`src/rtl/core/tcw_pkg.sv`:
```
// tcw_pkg: shared types and constants of the text console writer
// op codes, character codes, config indexes and reset values, queue sizes and the classified command
// no dependencies
`default_nettype none

package tcw_pkg;

  // input op codes
  localparam logic [2:0] OP_PUT_CHAR   = 3'd0;
  localparam logic [2:0] OP_WRITE_CELL = 3'd1;
  localparam logic [2:0] OP_READ_CELL  = 3'd2;
  localparam logic [2:0] OP_SCROLL     = 3'd3;
  localparam logic [2:0] OP_CLEAR      = 3'd4;

  // character codes
  localparam logic [7:0] CHAR_NUL     = 8'h00;
  localparam logic [7:0] CHAR_TAB     = 8'h09;
  localparam logic [7:0] CHAR_NEWLINE = 8'h0a;
  localparam logic [7:0] CHAR_SPACE   = 8'h20;

  // config register indexes
  localparam int unsigned CFG_INDEX_W = 2;
  localparam logic [CFG_INDEX_W-1:0] CFG_ROW_COUNT    = 2'd0;
  localparam logic [CFG_INDEX_W-1:0] CFG_COLUMN_COUNT = 2'd1;
  localparam logic [CFG_INDEX_W-1:0] CFG_ATTRIBUTE    = 2'd2;

  // config reset values
  localparam logic [5:0] ROW_COUNT_RESET    = 6'd25;
  localparam logic [7:0] COLUMN_COUNT_RESET = 8'd80;
  localparam logic [7:0] ATTRIBUTE_RESET    = 8'h0f;

  // command queue between front and back
  localparam int unsigned QUEUE_DEPTH = 2;
  localparam int unsigned QUEUE_PTR_W = 1;
  localparam int unsigned QUEUE_CNT_W = 2;

  typedef enum logic [2:0] {
    CMD_NOP,
    CMD_CHAR,
    CMD_TAB,
    CMD_NEWLINE,
    CMD_WRITE,
    CMD_READ,
    CMD_SCROLL,
    CMD_CLEAR
  } cmd_kind_t;

  typedef struct packed {
    cmd_kind_t   kind;
    logic [7:0]  char_code;
    logic [4:0]  cell_row;
    logic [6:0]  cell_column;
    logic [5:0]  scroll_lines;
  } cmd_t;

endpackage

`default_nettype wire

```
`src/rtl/core/tcw_front.sv`:
```
// tcw_front: accepts input beats and classifies them into commands
// depends on tcw_pkg; feeds tcw_queue
`default_nettype none

module tcw_front #(
  parameter int unsigned MAX_ROWS    = 32,
  parameter int unsigned MAX_COLUMNS = 128
) (
  input  wire logic          in_valid,
  output logic               in_stall,
  input  wire logic [2:0]    in_op,
  input  wire logic [7:0]    in_char_code,
  input  wire logic [4:0]    in_cell_row,
  input  wire logic [6:0]    in_cell_column,
  input  wire logic [5:0]    in_scroll_lines,
  input  wire logic          q_full,
  output logic               q_push,
  output tcw_pkg::cmd_t      q_push_cmd
);
  import tcw_pkg::*;

  logic in_store;

  // cell addressed by write cell or read cell lies inside the store
  assign in_store = ({2'b00, in_cell_row} < 7'(MAX_ROWS)) &&
                    ({2'b00, in_cell_column} < 9'(MAX_COLUMNS));

  assign in_stall = q_full;
  assign q_push   = in_valid && !q_full;

  always_comb begin
    q_push_cmd.kind         = CMD_NOP;
    q_push_cmd.char_code    = in_char_code;
    q_push_cmd.cell_row     = in_cell_row;
    q_push_cmd.cell_column  = in_cell_column;
    q_push_cmd.scroll_lines = in_scroll_lines;
    case (in_op)
      OP_PUT_CHAR: begin
        if (in_char_code == CHAR_NUL) begin
          q_push_cmd.kind = CMD_NOP;
        end else if (in_char_code == CHAR_TAB) begin
          q_push_cmd.kind = CMD_TAB;
        end else if (in_char_code == CHAR_NEWLINE) begin
          q_push_cmd.kind = CMD_NEWLINE;
        end else begin
          q_push_cmd.kind = CMD_CHAR;
        end
      end
      OP_WRITE_CELL: q_push_cmd.kind = in_store ? CMD_WRITE : CMD_NOP;
      // a read outside the store answers zero, same as a no-op
      OP_READ_CELL:  q_push_cmd.kind = in_store ? CMD_READ : CMD_NOP;
      OP_SCROLL:     q_push_cmd.kind = CMD_SCROLL;
      OP_CLEAR:      q_push_cmd.kind = CMD_CLEAR;
      default:       q_push_cmd.kind = CMD_NOP;
    endcase
  end

endmodule

`default_nettype wire

```
`config.mk`:
```
export PLATFORM = sky130hd
export DESIGN_NAME = tcw_front
export DESIGN_NICKNAME = d
export VERILOG_FILES = /design/src/rtl/core/tcw_pkg.sv /design/src/rtl/core/tcw_front.sv
export SDC_FILE = /design/constraint.sdc
export NUM_CORES = 1
export LEC_CHECK = 0
export BUFFER_PORTS_ARGS = -buffer_cell sky130_fd_sc_hd__buf_2
export CAP_MARGIN = 20
export CORE_AREA = 10 10 47 49
export DETAILED_ROUTE_END_ITERATION = 12
export DIE_AREA = 0 0 57 59
export PLACE_DENSITY = 0.82
export SYNTH_ARGS = -nofsm -noshare
export SYNTH_HDL_FRONTEND = slang
export SYNTH_SLANG_ARGS = --single-unit
```
`constraint.sdc`:
```
create_clock -name vclk -period 1.6
set_clock_uncertainty 0.05 [all_clocks]
set_input_delay 0.32 -clock vclk [all_inputs]
set_output_delay 0.32 -clock vclk [all_outputs]
set_load 0.01 [all_outputs]
```
**Yosys cells after proc, flatten, opt, wreduce, memory -nomap -nowiden**

Index checks and enable logic that the tools add are counted.

- Register bits after elaboration: 0
- Input bits: 31
- Word-level logic and storage cells: 14

- Reductions and logical operators: 4
- Eq/ne operators: 6
- Multiplexer cells: 4

Operators with widths:

| cell | count |
|---|---|
| == test 8 x 4 -> 1 bit, second input constant | 2 |
| case mux 3 bit (5 select lines) | 1 |
| logical NOT 8 bit | 1 |
| == test 3 x 2 -> 1 bit, second input constant | 2 |
| 2-to-1 mux 2 bit | 3 |
| == test 3 x 1 -> 1 bit, second input constant | 1 |
| == test 3 bit, second input constant | 1 |
| logical NOT 3 bit | 1 |
| logical AND 1 bit | 1 |
| logical NOT 1 bit | 1 |

**Depth between registers and ports, before layout**

- Depth after elaboration: 5
- Depth in mapped cells: 3

**Least setup slack after synthesis**

No wires, ideal clock.

- Path type: in2out
- From: input in_char_code[5]
- To: output q_push_cmd[27] (netlist name)
- Path buffers: 0
- Data arrival time: 1.000 ns
- Slack: 0.230 ns
- Stages: 3
- Required time: 1.230 ns
- Path through: nor4_4 -> a41oi_1 -> o31ai_2

RTL lines:

| item | line | source |
|---|---|---|
| start, declared | tcw_front.sv:12 | `input wire logic [7:0] in_char_code,` |
| end, declared | tcw_front.sv:18 | `output tcw_pkg::cmd_t q_push_cmd` |

==> flow_summary.yaml <==
power:
  clockPowerShare_pct: 0
  ir_worst_vdd_mv: 0.0439
  power_frac_seq_pct: 0
  power_density_nw_per_um2: 281
  p_sw_share_pct: 51.8
  intPower_mw: 0.0378
  power_mw: 0.0783
  p_comb_share_pct: 100.0
  p_leak_nw: 0.143
  p_switching_mw: 0.0405
finish:
  drive_gt1_share_pct: 74.4
  design.seq.count: 0
  layout.nets: 72
  fillers: 159
  postLayoutCellArea_um2: 279
  antenna-diode-count: 0
  register_area_um2: 0
  clkbuf_count: 0
  area_growth_pct: -10.4
route:
  drt_iter0_drc: 0
  wl_um: 801
  wl_per_cell_um: 14.6
  routed_via_density: 4.38
  ant_nets: 0
  routed-via-count: 241
  drc_errors: 0
  drtPass1Iterations: 1
grt:
  grt_pass1_wl_mm: 1.24
  grt_pass1_vias: 265
  grt_antenna_before_repair: 0
  grt_max_degree: 6
  gr-total-overflow: 0
  grt_use_total_pct: 4.20
place:
  place_congestion: 0.620
  io_buffers: 26
  placed_cell_area_um2: 259
die:
  io_pins: 62
  rows: 14
  die_x_um: 57
  start_util_pct: 22.2
  fp.dieH_um: 59
  core_um2: 1400
  die_area_um2: 3360
synthesis:
  synth_area_leaders: "buf_4, nor4_4, xor2_1"
  synthDistinctLibCells: 12
  synthesis.area_um2: 312
  yosysWarnings: 0
  synth.most_common_cell: "buf_4"
  syn_nets: 71
  synth_area_leader_cell: "buf_4"
  postSynthCellCount: 40
  synth.top_cell.area_share_pct: 65.1
  syn_avg_cell_area_um2: 7.79
  ys_seq_area_share_pct: 0
  synth.cells.most_frequent: "buf_4, nor2_1, xor2_1"
sta:
  slew_headroom_pct: 82.6
  fin_crit_sh_pct: 99.3
  rsz0062_at_grt: "yes"
  whs_ns: 0.590
  finalSetupViolations: 0
  hold_violations: 0
  slew_violations: 0
  post-route-min-period_ns: 1.59
  fmax_ghz: 0.630
  worstMarginPinSlew_ns: 0.259
setup_path:
  max_stage_delay_ns: 0.31
  crit_slowest_cell: "nor4_4"
  crit_fanout: 2
  endpoint_kind: "output port"
  crit_type: "in -> out"
  start_kind: "primary input"
  critical_path_required_ns: 1.23
  crit_chain: "buf_6 > nor4_4 > a41oi_2 > o31ai_2 > buf_2"
  critPathArrivalTime_ns: 1.22
worst_hold_path:
  hold_class: "in -> out"
run:
  maxCapViolations: 0
run_status:
  status: "complete, no violations"
-- power groups by stage --
stage | combinational [mW] | sequential [mW] | clock (mW)
floorplan | 0.0897 | 0 | 0
global placement | 0.0729 | 0 | 0
detailed placement | 0.0746 | 0 | 0
CTS | 0.0798 | 0 | 0
global route | 0.0854 | 0 | 0
finish | 0.0783 | 0 | 0
-- per-layer routing --
| layer | GRT usage (%) | part of all wire (%) | vias up |
|---|---|---|---|
| met1 | 3.58 | 31 | 102 |
| met2 | 6.82 | 44 | 28 |
| met3 | 2.15 | 19 | 8 |
| met5 | 0 | 0 | - |
| met4 | 4.36 | 5.4 | 0 |
| li1 | - | - | 103 |
-- per-stage QoR --
| step | setup slack, ns | TNS [ns] | std cells | util, % |
|---|---|---|---|---|
| after floorplan | 0.230 | 0 | 40 | - |
| after global placement | -0.00371 | -0.00371 | 55 | 18.5 |
| after detailed placement | -0.0323 | -0.0323 | 55 | 18.5 |
| after CTS | -0.00400 | -0.00400 | 55 | 19.9 |
| after global routing | -0.0643 | -0.0643 | 55 | 19.9 |
| final | 0.0116 | 0 | 55 | 19.9 |
-- logic make-up (layout without fill, tap and decap cells) --
group	count (synthesis)	after routing	share of synthesized area, %
and+or+nand+nor	6	6	15.3
AOI/OAI and AO/OA	4	4	11.2
xor gates and xnor gates	3	3	8.44
buffers and inverters	27	26	65.1
-- worst paths after layout --
path                             end  slack [ns]  cells after the start               from
worst max-delay path  q_push_cmd[27]        0.01                      5    in_char_code[4]
worst min-delay path  q_push_cmd[11]        0.59                      0  in_cell_column[5]
-- what timing repair did --
action,in CTS,in global routing
buffers inserted,0,0
endpoints found under the hold margin,0,0
resized for setup,3,0
pin swaps,2,1
endpoints found under the setup margin,1,1
gates cloned,0,0
hold buffers,0,0
-- cell type report --
cell class / instances / area (um2) / area share (%)
Tap cell: 16 / 20.0 / 7.17
Timing Repair Buffer: 26 / 143 / 51.1
Multi-Input combinational cell: 13 / 116 / 41.7
-- layout by cell type, fill, tap and decap left out, drive strengths merged --
master and n:
a31oi 1, buf 26, nor2 2, a41oi 1
nand3b 1, nor2b 1, nor4 1, xnor2 1
a21o 1, xor2 2, o31ai 1, nor3 1
-- critical path: cells and delay by family --
family,cells,cell delay (ns)
AO/OA/AOI/OAI,2,0.33
buffers and inverters,2,0.26
AND/OR/NAND/NOR,1,0.31
No activity file was read; power rests on OpenSTA's default activity.
