<file path="config.mk">
export PLATFORM = sky130hd
export DESIGN_NAME = tcw_queue
export DESIGN_NICKNAME = d
export VERILOG_FILES = /design/src/rtl/core/tcw_pkg.sv /design/src/rtl/core/tcw_queue.sv
export SDC_FILE = /design/constraint.sdc
export NUM_CORES = 1
export LEC_CHECK = 0
export ABC_CLOCK_PERIOD_IN_PS = 2000
export BUFFER_PORTS_ARGS = -buffer_cell sky130_fd_sc_hd__buf_2
export CAP_MARGIN = 40
export CELL_PAD_IN_SITES_DETAIL_PLACEMENT = 2
export CELL_PAD_IN_SITES_GLOBAL_PLACEMENT = 2
export CORE_ASPECT_RATIO = 1.75
export CORE_UTILIZATION = 25
export CTS_CLUSTER_DIAMETER = 50
export CTS_CLUSTER_SIZE = 24
export DETAILED_ROUTE_END_ITERATION = 8
export GPL_ROUTABILITY_DRIVEN = 0
export MAX_ROUTING_LAYER = met4
export PLACE_DENSITY_LB_ADDON = 0.1
export SLEW_MARGIN = 30
export SYNTH_ARGS = -nofsm -noshare
export SYNTH_HDL_FRONTEND = slang
export SYNTH_SLANG_ARGS = --single-unit
</file>
<file path="constraint.sdc">
create_clock -name clk -period 2 [get_ports clk]
set_input_delay 0.1 -clock clk [delete_from_list [all_inputs] [get_ports clk]]
set_output_delay 0.1 -clock clk [all_outputs]
set_load 0.05 [all_outputs]
</file>
<file path="src/rtl/core/tcw_pkg.sv">
// tcw_pkg: shared types and constants of the text console writer
// op codes, character codes, config indexes and reset values, queue sizes and the classified command
// no dependencies
`default_nettype none

package tcw_pkg;

  // input op codes
  localparam logic [2:0] OP_PUT_CHAR   = 3'd0;
  localparam logic [2:0] OP_WRITE_CELL = 3'd1;
  localparam logic [2:0] OP_READ_CELL  = 3'd2;
  localparam logic [2:0] OP_SCROLL     = 3'd3;
  localparam logic [2:0] OP_CLEAR      = 3'd4;

  // character codes
  localparam logic [7:0] CHAR_NUL     = 8'h00;
  localparam logic [7:0] CHAR_TAB     = 8'h09;
  localparam logic [7:0] CHAR_NEWLINE = 8'h0a;
  localparam logic [7:0] CHAR_SPACE   = 8'h20;

  // config register indexes
  localparam int unsigned CFG_INDEX_W = 2;
  localparam logic [CFG_INDEX_W-1:0] CFG_ROW_COUNT    = 2'd0;
  localparam logic [CFG_INDEX_W-1:0] CFG_COLUMN_COUNT = 2'd1;
  localparam logic [CFG_INDEX_W-1:0] CFG_ATTRIBUTE    = 2'd2;

  // config reset values
  localparam logic [5:0] ROW_COUNT_RESET    = 6'd25;
  localparam logic [7:0] COLUMN_COUNT_RESET = 8'd80;
  localparam logic [7:0] ATTRIBUTE_RESET    = 8'h0f;

  // command queue between front and back
  localparam int unsigned QUEUE_DEPTH = 2;
  localparam int unsigned QUEUE_PTR_W = 1;
  localparam int unsigned QUEUE_CNT_W = 2;

  typedef enum logic [2:0] {
    CMD_NOP,
    CMD_CHAR,
    CMD_TAB,
    CMD_NEWLINE,
    CMD_WRITE,
    CMD_READ,
    CMD_SCROLL,
    CMD_CLEAR
  } cmd_kind_t;

  typedef struct packed {
    cmd_kind_t   kind;
    logic [7:0]  char_code;
    logic [4:0]  cell_row;
    logic [6:0]  cell_column;
    logic [5:0]  scroll_lines;
  } cmd_t;

endpackage

`default_nettype wire

</file>
<file path="src/rtl/core/tcw_queue.sv">
// tcw_queue: short command queue between the front and the back
// depends on tcw_pkg
`default_nettype none

module tcw_queue (
  input  wire logic          clk,
  input  wire logic          rst_n,
  input  wire logic          push,
  input  wire tcw_pkg::cmd_t push_cmd,
  output logic               full,
  input  wire logic          pop,
  output logic               valid,
  output tcw_pkg::cmd_t      head_cmd
);
  import tcw_pkg::*;

  cmd_t                   slot_r [QUEUE_DEPTH];
  logic [QUEUE_PTR_W-1:0] wr_ptr_r, wr_ptr_nxt;
  logic [QUEUE_PTR_W-1:0] rd_ptr_r, rd_ptr_nxt;
  logic [QUEUE_CNT_W-1:0] count_r, count_nxt;
  logic                   do_push, do_pop;

  assign full     = (count_r == QUEUE_CNT_W'(QUEUE_DEPTH));
  assign valid    = (count_r != '0);
  assign head_cmd = slot_r[rd_ptr_r];
  assign do_push  = push && !full;
  assign do_pop   = pop && valid;

  always_comb begin
    wr_ptr_nxt = do_push ? wr_ptr_r + 1'b1 : wr_ptr_r;
    rd_ptr_nxt = do_pop ? rd_ptr_r + 1'b1 : rd_ptr_r;
    count_nxt  = count_r;
    if (do_push && !do_pop) begin
      count_nxt = count_r + 1'b1;
    end else if (do_pop && !do_push) begin
      count_nxt = count_r - 1'b1;
    end
  end

  always_ff @(posedge clk) begin
    if (!rst_n) begin
      wr_ptr_r <= '0;
      rd_ptr_r <= '0;
      count_r  <= '0;
    end else begin
      wr_ptr_r <= wr_ptr_nxt;
      rd_ptr_r <= rd_ptr_nxt;
      count_r  <= count_nxt;
    end
  end

  always_ff @(posedge clk) begin
    if (do_push) begin
      slot_r[wr_ptr_r] <= push_cmd;
    end
  end

  a_count_bound: assert property (@(posedge clk) disable iff (!rst_n)
    count_r <= QUEUE_CNT_W'(QUEUE_DEPTH))
    else $error("queue count beyond depth");

  a_no_push_full: assert property (@(posedge clk) disable iff (!rst_n)
    full |-> !push)
    else $error("push offered while queue full");

  a_pop_valid: assert property (@(posedge clk) disable iff (!rst_n)
    pop |-> valid)
    else $error("pop from empty queue");

endmodule

`default_nettype wire

</file>
Word level (Yosys, flattened, before mapping)
Memories as Yosys holds them, arrays and structs flattened. A register that Yosys moved wholly into a read port is not among the register bits.
Cells that the tools add are included.
{ "op_classes": {"mux": 6, "addsub": 4, "n_eq_ne": 1, "n_reduce_logical": 9} }
{ "op_table": {"columns": ["op", "count"], "rows": [
  ["logical AND 1 bit", 4],
  ["two-way mux 1 bit", 4],
  ["two-way mux 2 bit", 2],
  ["nonzero test 2 bit", 2],
  ["logical NOT 1 bit", 3],
  ["adder 1 bit, second input constant", 2],
  ["adder 2 x 1 -> 2 bit, second input constant", 1],
  ["== test 2 bit, second input constant", 1],
  ["subtractor 2 x 1 -> 2 bit, second input constant", 1]
]} }
{ "word_totals": {"output_inout_bits": 31, "register_bits": 4, "inputBits": 33, "word_cells": 24, "mem_bits_rw": 58, "memories": 1} }
{ "memory_table": {"columns": ["memory", "words", "width", "read_ports", "rd_ports_with_merged_regs", "write_ports", "line", "text"], "rows": [
  ["slot_r", 2, 29, 1, 1, 1, "tcw_queue.sv:17", "cmd_t slot_r [QUEUE_DEPTH];"]
]} }

Depth between registers and ports, before layout
Gate-level depths: netlist of run 1.
{ "depth": {"word_depth": 7, "mapped_depth": 7} }

Worst setup path before layout of run 1
Ideal clock, no wire load.
{ "synth_timing": {"path_kind": "register -> register", "start": "register count_r[0]", "end": "memory slot_r[0][0] (netlist name), enable pin", "n_path_buf": 0, "stages_incl_launch_ff": 4, "synth_period_minus_slack_ns": 2.286, "setup_time_ns": 0.412, "arrival_ns": 1.874, "required_ns": 1.588, "path_slack_ns": -0.286, "path_cell_list": "dfxtp_1 nand2b_1 inv_2 nor3_2"} }
{ "synth_via": {"elab_chain_len": 5} }
{ "synth_rtl": {"columns": ["item", "line", "text"], "rows": [
  ["start, declared", "tcw_queue.sv:20", "logic [QUEUE_CNT_W-1:0] count_r, count_nxt;"],
  ["start signal, assigned", "tcw_queue.sv:48", "count_r <= count_nxt;"],
  ["== test 2 bit", "tcw_queue.sv:23", "assign full = (count_r == QUEUE_CNT_W'(QUEUE_DEPTH));"],
  ["via full", "tcw_queue.sv:10", "output logic full,"],
  ["logical NOT 1 bit", "tcw_queue.sv:26", "assign do_push = push && !full;"],
  ["logical AND 1 bit", "tcw_queue.sv:26", null],
  ["two-way mux 1 bit", "tcw_queue.sv:53", "if (do_push) begin"],
  ["two-way mux 1 bit (not written as such)", "tcw_queue.sv:54", "slot_r[wr_ptr_r] <= push_cmd;"],
  ["end, declared", "tcw_queue.sv:17", null]
]} }
The timed path passes the listed nets, and every way through them passes these cells.

==> results of run 1 <==
registers in the layout, indices dropped and copies added (netlist names), named ones only:
signal / count
count_r: 2
wr_ptr_r: 1
rd_ptr_r: 1
slot_r: 58
synth_stat cells, drive strengths merged:
| cell type | count | area [µm²] |
|---|---|---|
| edfxtp | 58 | 1740 |
| and2 | 3 | 18.8 |
| xor2 | 1 | 8.76 |
| and3 | 1 | 6.26 |
| o21ai | 2 | 10.0 |
| buf | 3 | 20.0 |
| mux2 | 29 | 327 |
| nand2b | 1 | 6.26 |
| xnor2 | 2 | 17.5 |
| ha | 1 | 12.5 |
| dfxtp | 5 | 100 |
| nor2 | 1 | 3.75 |
| o21a | 1 | 7.51 |
| inv | 2 | 7.50 |
| or2 | 1 | 6.26 |
| or3 | 1 | 6.26 |
| a21boi | 2 | 15.0 |
| nor3 | 1 | 10.0 |
area by class of cell:
cell class	count	area [µm²]
clock buffers	12	236
clock inverters	3	11.3
fillers	936	5680
inverters	2	7.51
multi-input cells	47	462
flip-flops and latches	63	1840
well taps	120	150
repair buffers	98	651
report_power, final:
part           internal [mW]  switching, mW
logic                  0.520           1.17
clock network          0.816          0.476
registers               1.66         0.0617
total                   3.00           1.71
path summary, 6_finish.rpt:
check                              endpoint  slack, ns  cells after the start
worst max-delay path            head_cmd[2]       0.38                      3
worst min-delay path               wr_ptr_r       0.05                      2
worst max register to register   count_r[1]       0.39                      6
worst min register to register   count_r[1]       0.53                      2
per-stage QoR:
step | util (%) | power [mW]
floorplan | - | 3.03
global placement | 31.2 | 3.39
detailed placement | 31.2 | 3.44
CTS | 37.2 | 4.81
global route | 37.2 | 4.94
finish | 37.2 | 4.71
placed cells by master (no fill, tap or decap):
| cell type | netlist | routed |
|---|---|---|
| buf_2 | 1 | 63 |
| edfxtp_1 | 58 | 58 |
| mux2_2 | 29 | 29 |
| dlygate4sd3_1 | 0 | 29 |
| clkbuf_16 | 0 | 9 |
| buf_4 | 2 | 6 |
| dfxtp_1 | 5 | 5 |
| and2_1 | 3 | 3 |
| clkbuf_1 | 0 | 3 |
| clkinv_1 | 0 | 3 |
| xnor2_1 | 2 | 2 |
| inv_1 | 1 | 1 |
| nand2b_1 | 1 | 1 |
| inv_2 | 1 | 1 |
| nor2_1 | 1 | 1 |
| or2_2 | 1 | 1 |
| o21ai_1 | 1 | 1 |
| and3_1 | 1 | 1 |
| nor3_4 | 0 | 1 |
| a21boi_0 | 1 | 1 |
| o21a_1 | 1 | 1 |
| xor2_1 | 1 | 1 |
| o21ai_0 | 1 | 1 |
| or3_1 | 1 | 1 |
| a21boi_1 | 1 | 1 |
| ha_1 | 1 | 1 |
logic make-up (layout without fill, tap and decap cells):
group                    Yosys count  after routing  synth area share (%)
AO/OA/AOI/OAI                      5              5                  1.40
XOR/XNOR                           3              3                  1.13
adder cells (fa/ha/maj)            1              1                 0.538
buffers and inverters              5            115                  1.18
flip-flops                        63             63                  79.2
multiplexers                      29             29                  14.0
AND/OR/NAND/NOR                    9              9                  2.48
critical path, delay by kind of cell, from the launching register on:
family                 cells  cell delay (ns)
muxes                      1             0.38
DFF                        1             0.32
buffers and inverters      2             0.49
routing by layer:
metal  vias up  share of wire [%]  global-route usage, %  wire length, µm
li1        657                  -                      -                -
met1       680                 37                   11.2             1770
met2        44                 56                   19.3             2670
met3        14                4.0                   2.88              190
met4         0                3.3                   7.55              158
met5         -                  0                      -                0
timing repair:
item / CTS / global route
setup endpoints to repair: 0 / 0
hold buffers: 29 / 0
hold endpoints to repair: 58 / 0
==> metrics.txt, run 1 <==
GRT overflow=0; Routed WL per cell=13.9 µm; die area=approximately 9700 µm²; worst hold slack=just under 0.05 ns; share of cells above drive strength 1=approximately half; CTS tree=yes; die width=~75 µm; fmax=~620 MHz; WP data required=1.90 ns; critical path endpoint category=primary output; Routed Antenna Nets=0; clock sink count=63; Final setup viols=0; worst hold path type=in2reg; H-tree levels=3; post-layout min period=roughly 1.6 ns; clock buffer depth=2; TritonCTS Buffers=9; Clock Latency Late Sink=between 0.3 and 0.4 ns; RSZ-0062 raised after global routing=false; placed inst area=2820 µm²; hold path start=rst_n; number of core rows=46; core area=approximately 9000 µm²; dpl hpwl=roughly 3300 µm; fin. max-slew vios=0; drt pass-1 iters=4; Post-Route Skew=about 0.0038 ns; placed cell count=between 300 and 400; routed vias=between 1,000 and 1,500; status=finished, final reports clean; Mean Syn Cell Area=approximately 20 µm²; Worst Max-Slew Pin Slew=0.305 ns; first-pass GRT wire length=roughly 7400 µm; CP startpoint kind=flop; crit path kind=reg2out; port bufs=63; Initial DRC Count=28; # resized after CTS=0; number of global-route vias before repair=1,588; Ports=between 60 and 70; Final Cycle Share=between 80% and 90%; starting density of the core=25.7%; worst-path maximum fanout=20; Hold Violations, Final=0; GRT Total Usage=11.4%; Post-CTS Setup Inserts=0; drt total wl=4790 µm; initial antenna violation count=0; Netlist cell types=22; slowest cell delay on critical path=about 0.38 ns; DRC viols=0; Cell Chain, Critical Path=buf_4, mux2_2, buf_2; Seq/Total Area, Yosys=79.2%; ant diodes=0; largest net degree at the start of global routing=21; DR vias/cell=4.04; Final Non-Filler Cells=roughly 350; Slowest-stage cell, CP=mux2_2; Layout Nets=around 260; critical register-to-register path startpoint=count_r[0]; clk root buf=clkbuf_16; leakage power=around 1.3 nW; clock-pin slew on the worst setup and hold paths=around 0.050 ns; worst setup margin=between 0.3 and 0.4 ns; finished layout cell area=3360 µm²; die height=~130 µm; Ys Warns=0; max_slew headroom=between 70% and 80%; Place WS=between 0.3 and 0.4 ns; Post-Syn Area=between 2000 and 2500 µm²; Fin Setup TNS=0 ns; Max-Cap Viols=0; syn nets=149; Post-Synthesis Cells=approximately 120; Layout area overhead=44.5%; worst vdd ir=between 0.5 and 0.6 mV; WP data arrival=1.52 ns; number of synthesized register bits=63; Power Dens Cells=approximately 1400 nW/µm²
(Power assumes the default switching activity.)
==> run 2: changes to the inputs <==
- ABC_AREA: not set -> 1
- ABC_CLOCK_PERIOD_IN_PS: 2000 -> 1500
- clock period: 2 -> 1.5 ns (I/O delays scaled with it)
==> run 2 against run 1 <==
Against the previous run:
- count of clock-buffer cells in the layout fell by 3
- largest cell class unchanged
- synthesized cell count rose by 10%
- worst setup slack got worse by 0.34 ns
- worst hold slack got worse by 0.022 ns
- critical path depth did not move
- highest routed layer unchanged
- clock skew rose by 0.0022 ns
- utilization rose by 2.2 points
- sequential share of layout area fell by 3.5 points
- global-route usage rose by 0.79 points
- critical endpoint is now head_cmd[22]
==> metrics.txt, run 2 <==
status=finished, final reports clean (unchanged); WP data arrival=1.39 ns (was 1.52 ns); Post-Syn Area=2380 µm² (was 2320 µm²); area leader, netlist=edfxtp_1 (unchanged); Ys Warns=0 (unchanged); Cell Chain, Critical Path=buf_12, mux2_2, buf_6 (was buf_4, mux2_2, buf_2); Final Cycle Share=about 100%; port bufs=63 (unchanged); Seq/Total Area, Yosys=77.4% (was 79.2%); placed inst area=2920 µm² (was 2820 µm²); syn nets=161 (was 149); Routed Antenna Nets=0 (unchanged); H-tree levels=3 (unchanged); met2 wire len=3160 µm (was 2670 µm); largest net degree at the start of global routing=30 (was 21); Reg2Reg Capture Point=slot_r[1][2] (was count_r[1]); first-pass GRT wire length=8180 µm (was 7420 µm); worst hold path stage count=3 (was 2); Synth top area share=73.2% (was 74.9%); worst-path maximum fanout=17 (was 20); DR vias/cell=4.11 (was 4.04); finished layout cell area=3600 µm² (was 3360 µm²); CP startpoint kind=flop (unchanged); most frequent cells in the layout=edfxtp_1 (58), buf_2 (44), dlygate4sd3_1 (29) (was buf_2 (63), edfxtp_1 (58), mux2_2 (29), dlygate4sd3_1 (29), clkbuf_16 (9)); worst hold endpoint=count_r[1] (was wr_ptr_r); clk root buf=clkbuf_16 (unchanged); worst setup margin=0.0358 ns (was 0.376 ns); CP top delay family=flip-flops (was buffers and inverters); Fin Setup TNS=0 ns (unchanged); fill cell count=923 (was 936); slowest cell delay on critical path=0.37 ns (was 0.38 ns); Max-Cap Viols=0 (unchanged); starting density of the core=26.0% (was 25.7%); drt total wl=5450 µm (was 4790 µm); overall power=6.66 mW (was 4.71 mW); WL met3=242 µm (was 190 µm); TritonCTS Buffers=9 (unchanged); Worst Max-Slew Pin Slew=0.258 ns (was 0.305 ns); WP data required=1.42 ns (was 1.90 ns); Power Dens Cells=1850 nW/µm² (was 1400 nW/µm²); reg2reg setup slack=0.07 ns (was 0.39 ns); dpl hpwl=3660 µm (was 3340 µm); DRC viols=0 (unchanged); core area=9150 µm² (was 9040 µm²); Layout Nets=268 (was 255); initial antenna violation count=0 (unchanged); number of global-route vias before repair=1,693 (was 1,588); most common cell after layout, fill and taps aside=edfxtp_1 (was buf_2); clock-pin slew on the worst setup and hold paths=0.05 ns (about the same); Layout area overhead=51.5% (was 44.5%); Buffers & Inverters on Critical Path=2 (unchanged); crit path kind=reg2out (unchanged); Ports=64 (unchanged); number of flip-flops in the largest register=58 (unchanged); Post-Synthesis Cells=127 (was 115); Mean Syn Cell Area=18.7 µm² (was 20.2 µm²); number of core rows=46 (unchanged); share of cells above drive strength 1=49.4% (was 48.9%); worst hold path type=in2reg (unchanged); Final setup viols=0 (unchanged); hold path start=rst_n (unchanged); top flop regs=slot_r (58), count_r (2) (unchanged); RSZ-0062 raised after global routing=true (was false); Hold Violations, Final=0 (unchanged); clock buffer depth=2 (unchanged); Slowest-stage cell, CP=dfxtp_4 (was mux2_2); Post-Route Skew=0.00606 ns (was 0.00382 ns); Main synth FF type=edfxtp_1 (unchanged); Clock Latency Late Sink=0.32 ns (about the same); GRT overflow=0 (unchanged); FF/Latch Area=1850 µm² (was 1840 µm²); most numerous cell in the Yosys netlist=edfxtp_1 (unchanged); ant diodes=0 (unchanged); die height=131 µm (was 130 µm); fin. max-slew vios=0 (unchanged); post-layout min period=1.46 ns; die area=9920 µm² (was 9700 µm²); Routed WL per cell=15.2 µm (was 13.9 µm); CTS tree=yes (unchanged); Post-synth ARST share=0% (unchanged); leakage power=1.40 nW (was 1.27 nW); Netlist cell types=16 (was 22); clock sink count=63 (unchanged); critical register-to-register path startpoint=count_r[1] (was count_r[0]); Max Used Layer=met4 (unchanged); Final Util=39.4% (was 37.2%); fmax=around 680 MHz; die width=75.7 µm (was 74.9 µm); Initial DRC Count=114 (was 28); max_slew headroom=82.9% (was 79.6%); worst vdd ir=0.997 mV (was 0.574 mV); critical path endpoint category=primary output (unchanged); routed vias=1,475 (was 1,395); met1 wire length=1940 µm (was 1770 µm); Place WS=0.0362 ns (was 0.396 ns); synth cell count leaders=edfxtp_1 (58), mux2_2 (19), mux2_4 (10) (was edfxtp_1 (58), mux2_2 (29), dfxtp_1 (5)); number of enable flip-flop cells after synthesis=58 (unchanged); FF-to-FF path depth=6 (unchanged); Top reg by flops=slot_r (unchanged); largest cells by area after synthesis=edfxtp_1 (73%), mux2_2 (9.0%), mux2_4 (6.3%) (was edfxtp_1 (75%), mux2_2 (14%), dfxtp_1 (4.3%)); drt pass-1 iters=4 (unchanged); GRT Total Usage=12.2% (was 11.4%); number of synthesized register bits=63 (unchanged); Multi-input gate area=507 µm² (was 462 µm²)
==> run 2: changes by cell type after synthesis, moves of 2 or more <==
cell	previous run	this run
and2_1	3	0
buf_4	2	0
buf_6	0	2
inv_1	1	8
mux2_2	29	19
mux2_4	0	10
nand2_1	0	7
nor2_1	1	9
xnor2_1	2	0
==> run 2: worst register-to-register path: cells and delay by family, from the launching register on <==
kind | cells | cell delay, ns
and+or+nand+nor | 1 | 0.12
AOI/OAI and AO/OA | 1 | 0.07
buffers and inverters | 4 | 0.60
DFF | 1 | 0.33
==> run 2: final cells by class <==
| type | instances | share of cell area [%] |
|---|---|---|
| sequential | 63 | 51.3 |
| clock buffer | 9 | 6.25 |
| timing repair buffer | 99 | 21.9 |
| tap | 120 | 4.17 |
| multi-input combinational | 53 | 14.1 |
| clock inverter | 7 | 1.49 |
| inverter | 8 | 0.833 |
==> run 2: routing by layer <==
metal / vias to the layer above / track usage (%)
li1: 689 / -
met1: 738 / 10.7
met2: 40 / 22.9
met3: 8 / 3.37
met4: 0 / 5.88
met5: - / -
==> run 2: where the power goes <==
part | switching [mW] | total [mW] | internal, mW
clock | 0.674 | 1.93 | 1.25
combinational | 1.53 | 2.40 | 0.871
sequential | 0.0989 | 2.34 | 2.24
total | 2.30 | 6.66 | 4.36
==> run 2: logic make-up after synthesis <==
group	synth area share [%]
DFF	77.4
and+or+nand+nor	3.00
buffers and inverters	2.42
adders and majority gates	0.526
AOI/OAI and AO/OA	1.32
muxes	15.3
==> run 2: worst max path at each step <==
stage | to | cells after the start
final | head_cmd[22] | 3
after global routing | head_cmd[15] | 3
after CTS | head_cmd[7] | 3
after detailed placement | count_r[1] | 9
after global placement | count_r[1] | 9
after floorplan | slot_r[0][0] | 3
==> run 2: metrics by stage <==
step	instances	hold WS, ns
floorplan	127	0.174
finish	359	0.0275
global placement	313	0.266
CTS	358	0.0264
global route	359	0.0429
detailed placement	313	0.268
==> run 2: timing repair <==
item,CTS,global route
endpoints found under the hold margin,58,0
hold buffers,29,0
endpoints found under the setup margin,20,20
pin swaps,0,1
gates resized for setup,24,12
setup buffers,0,1
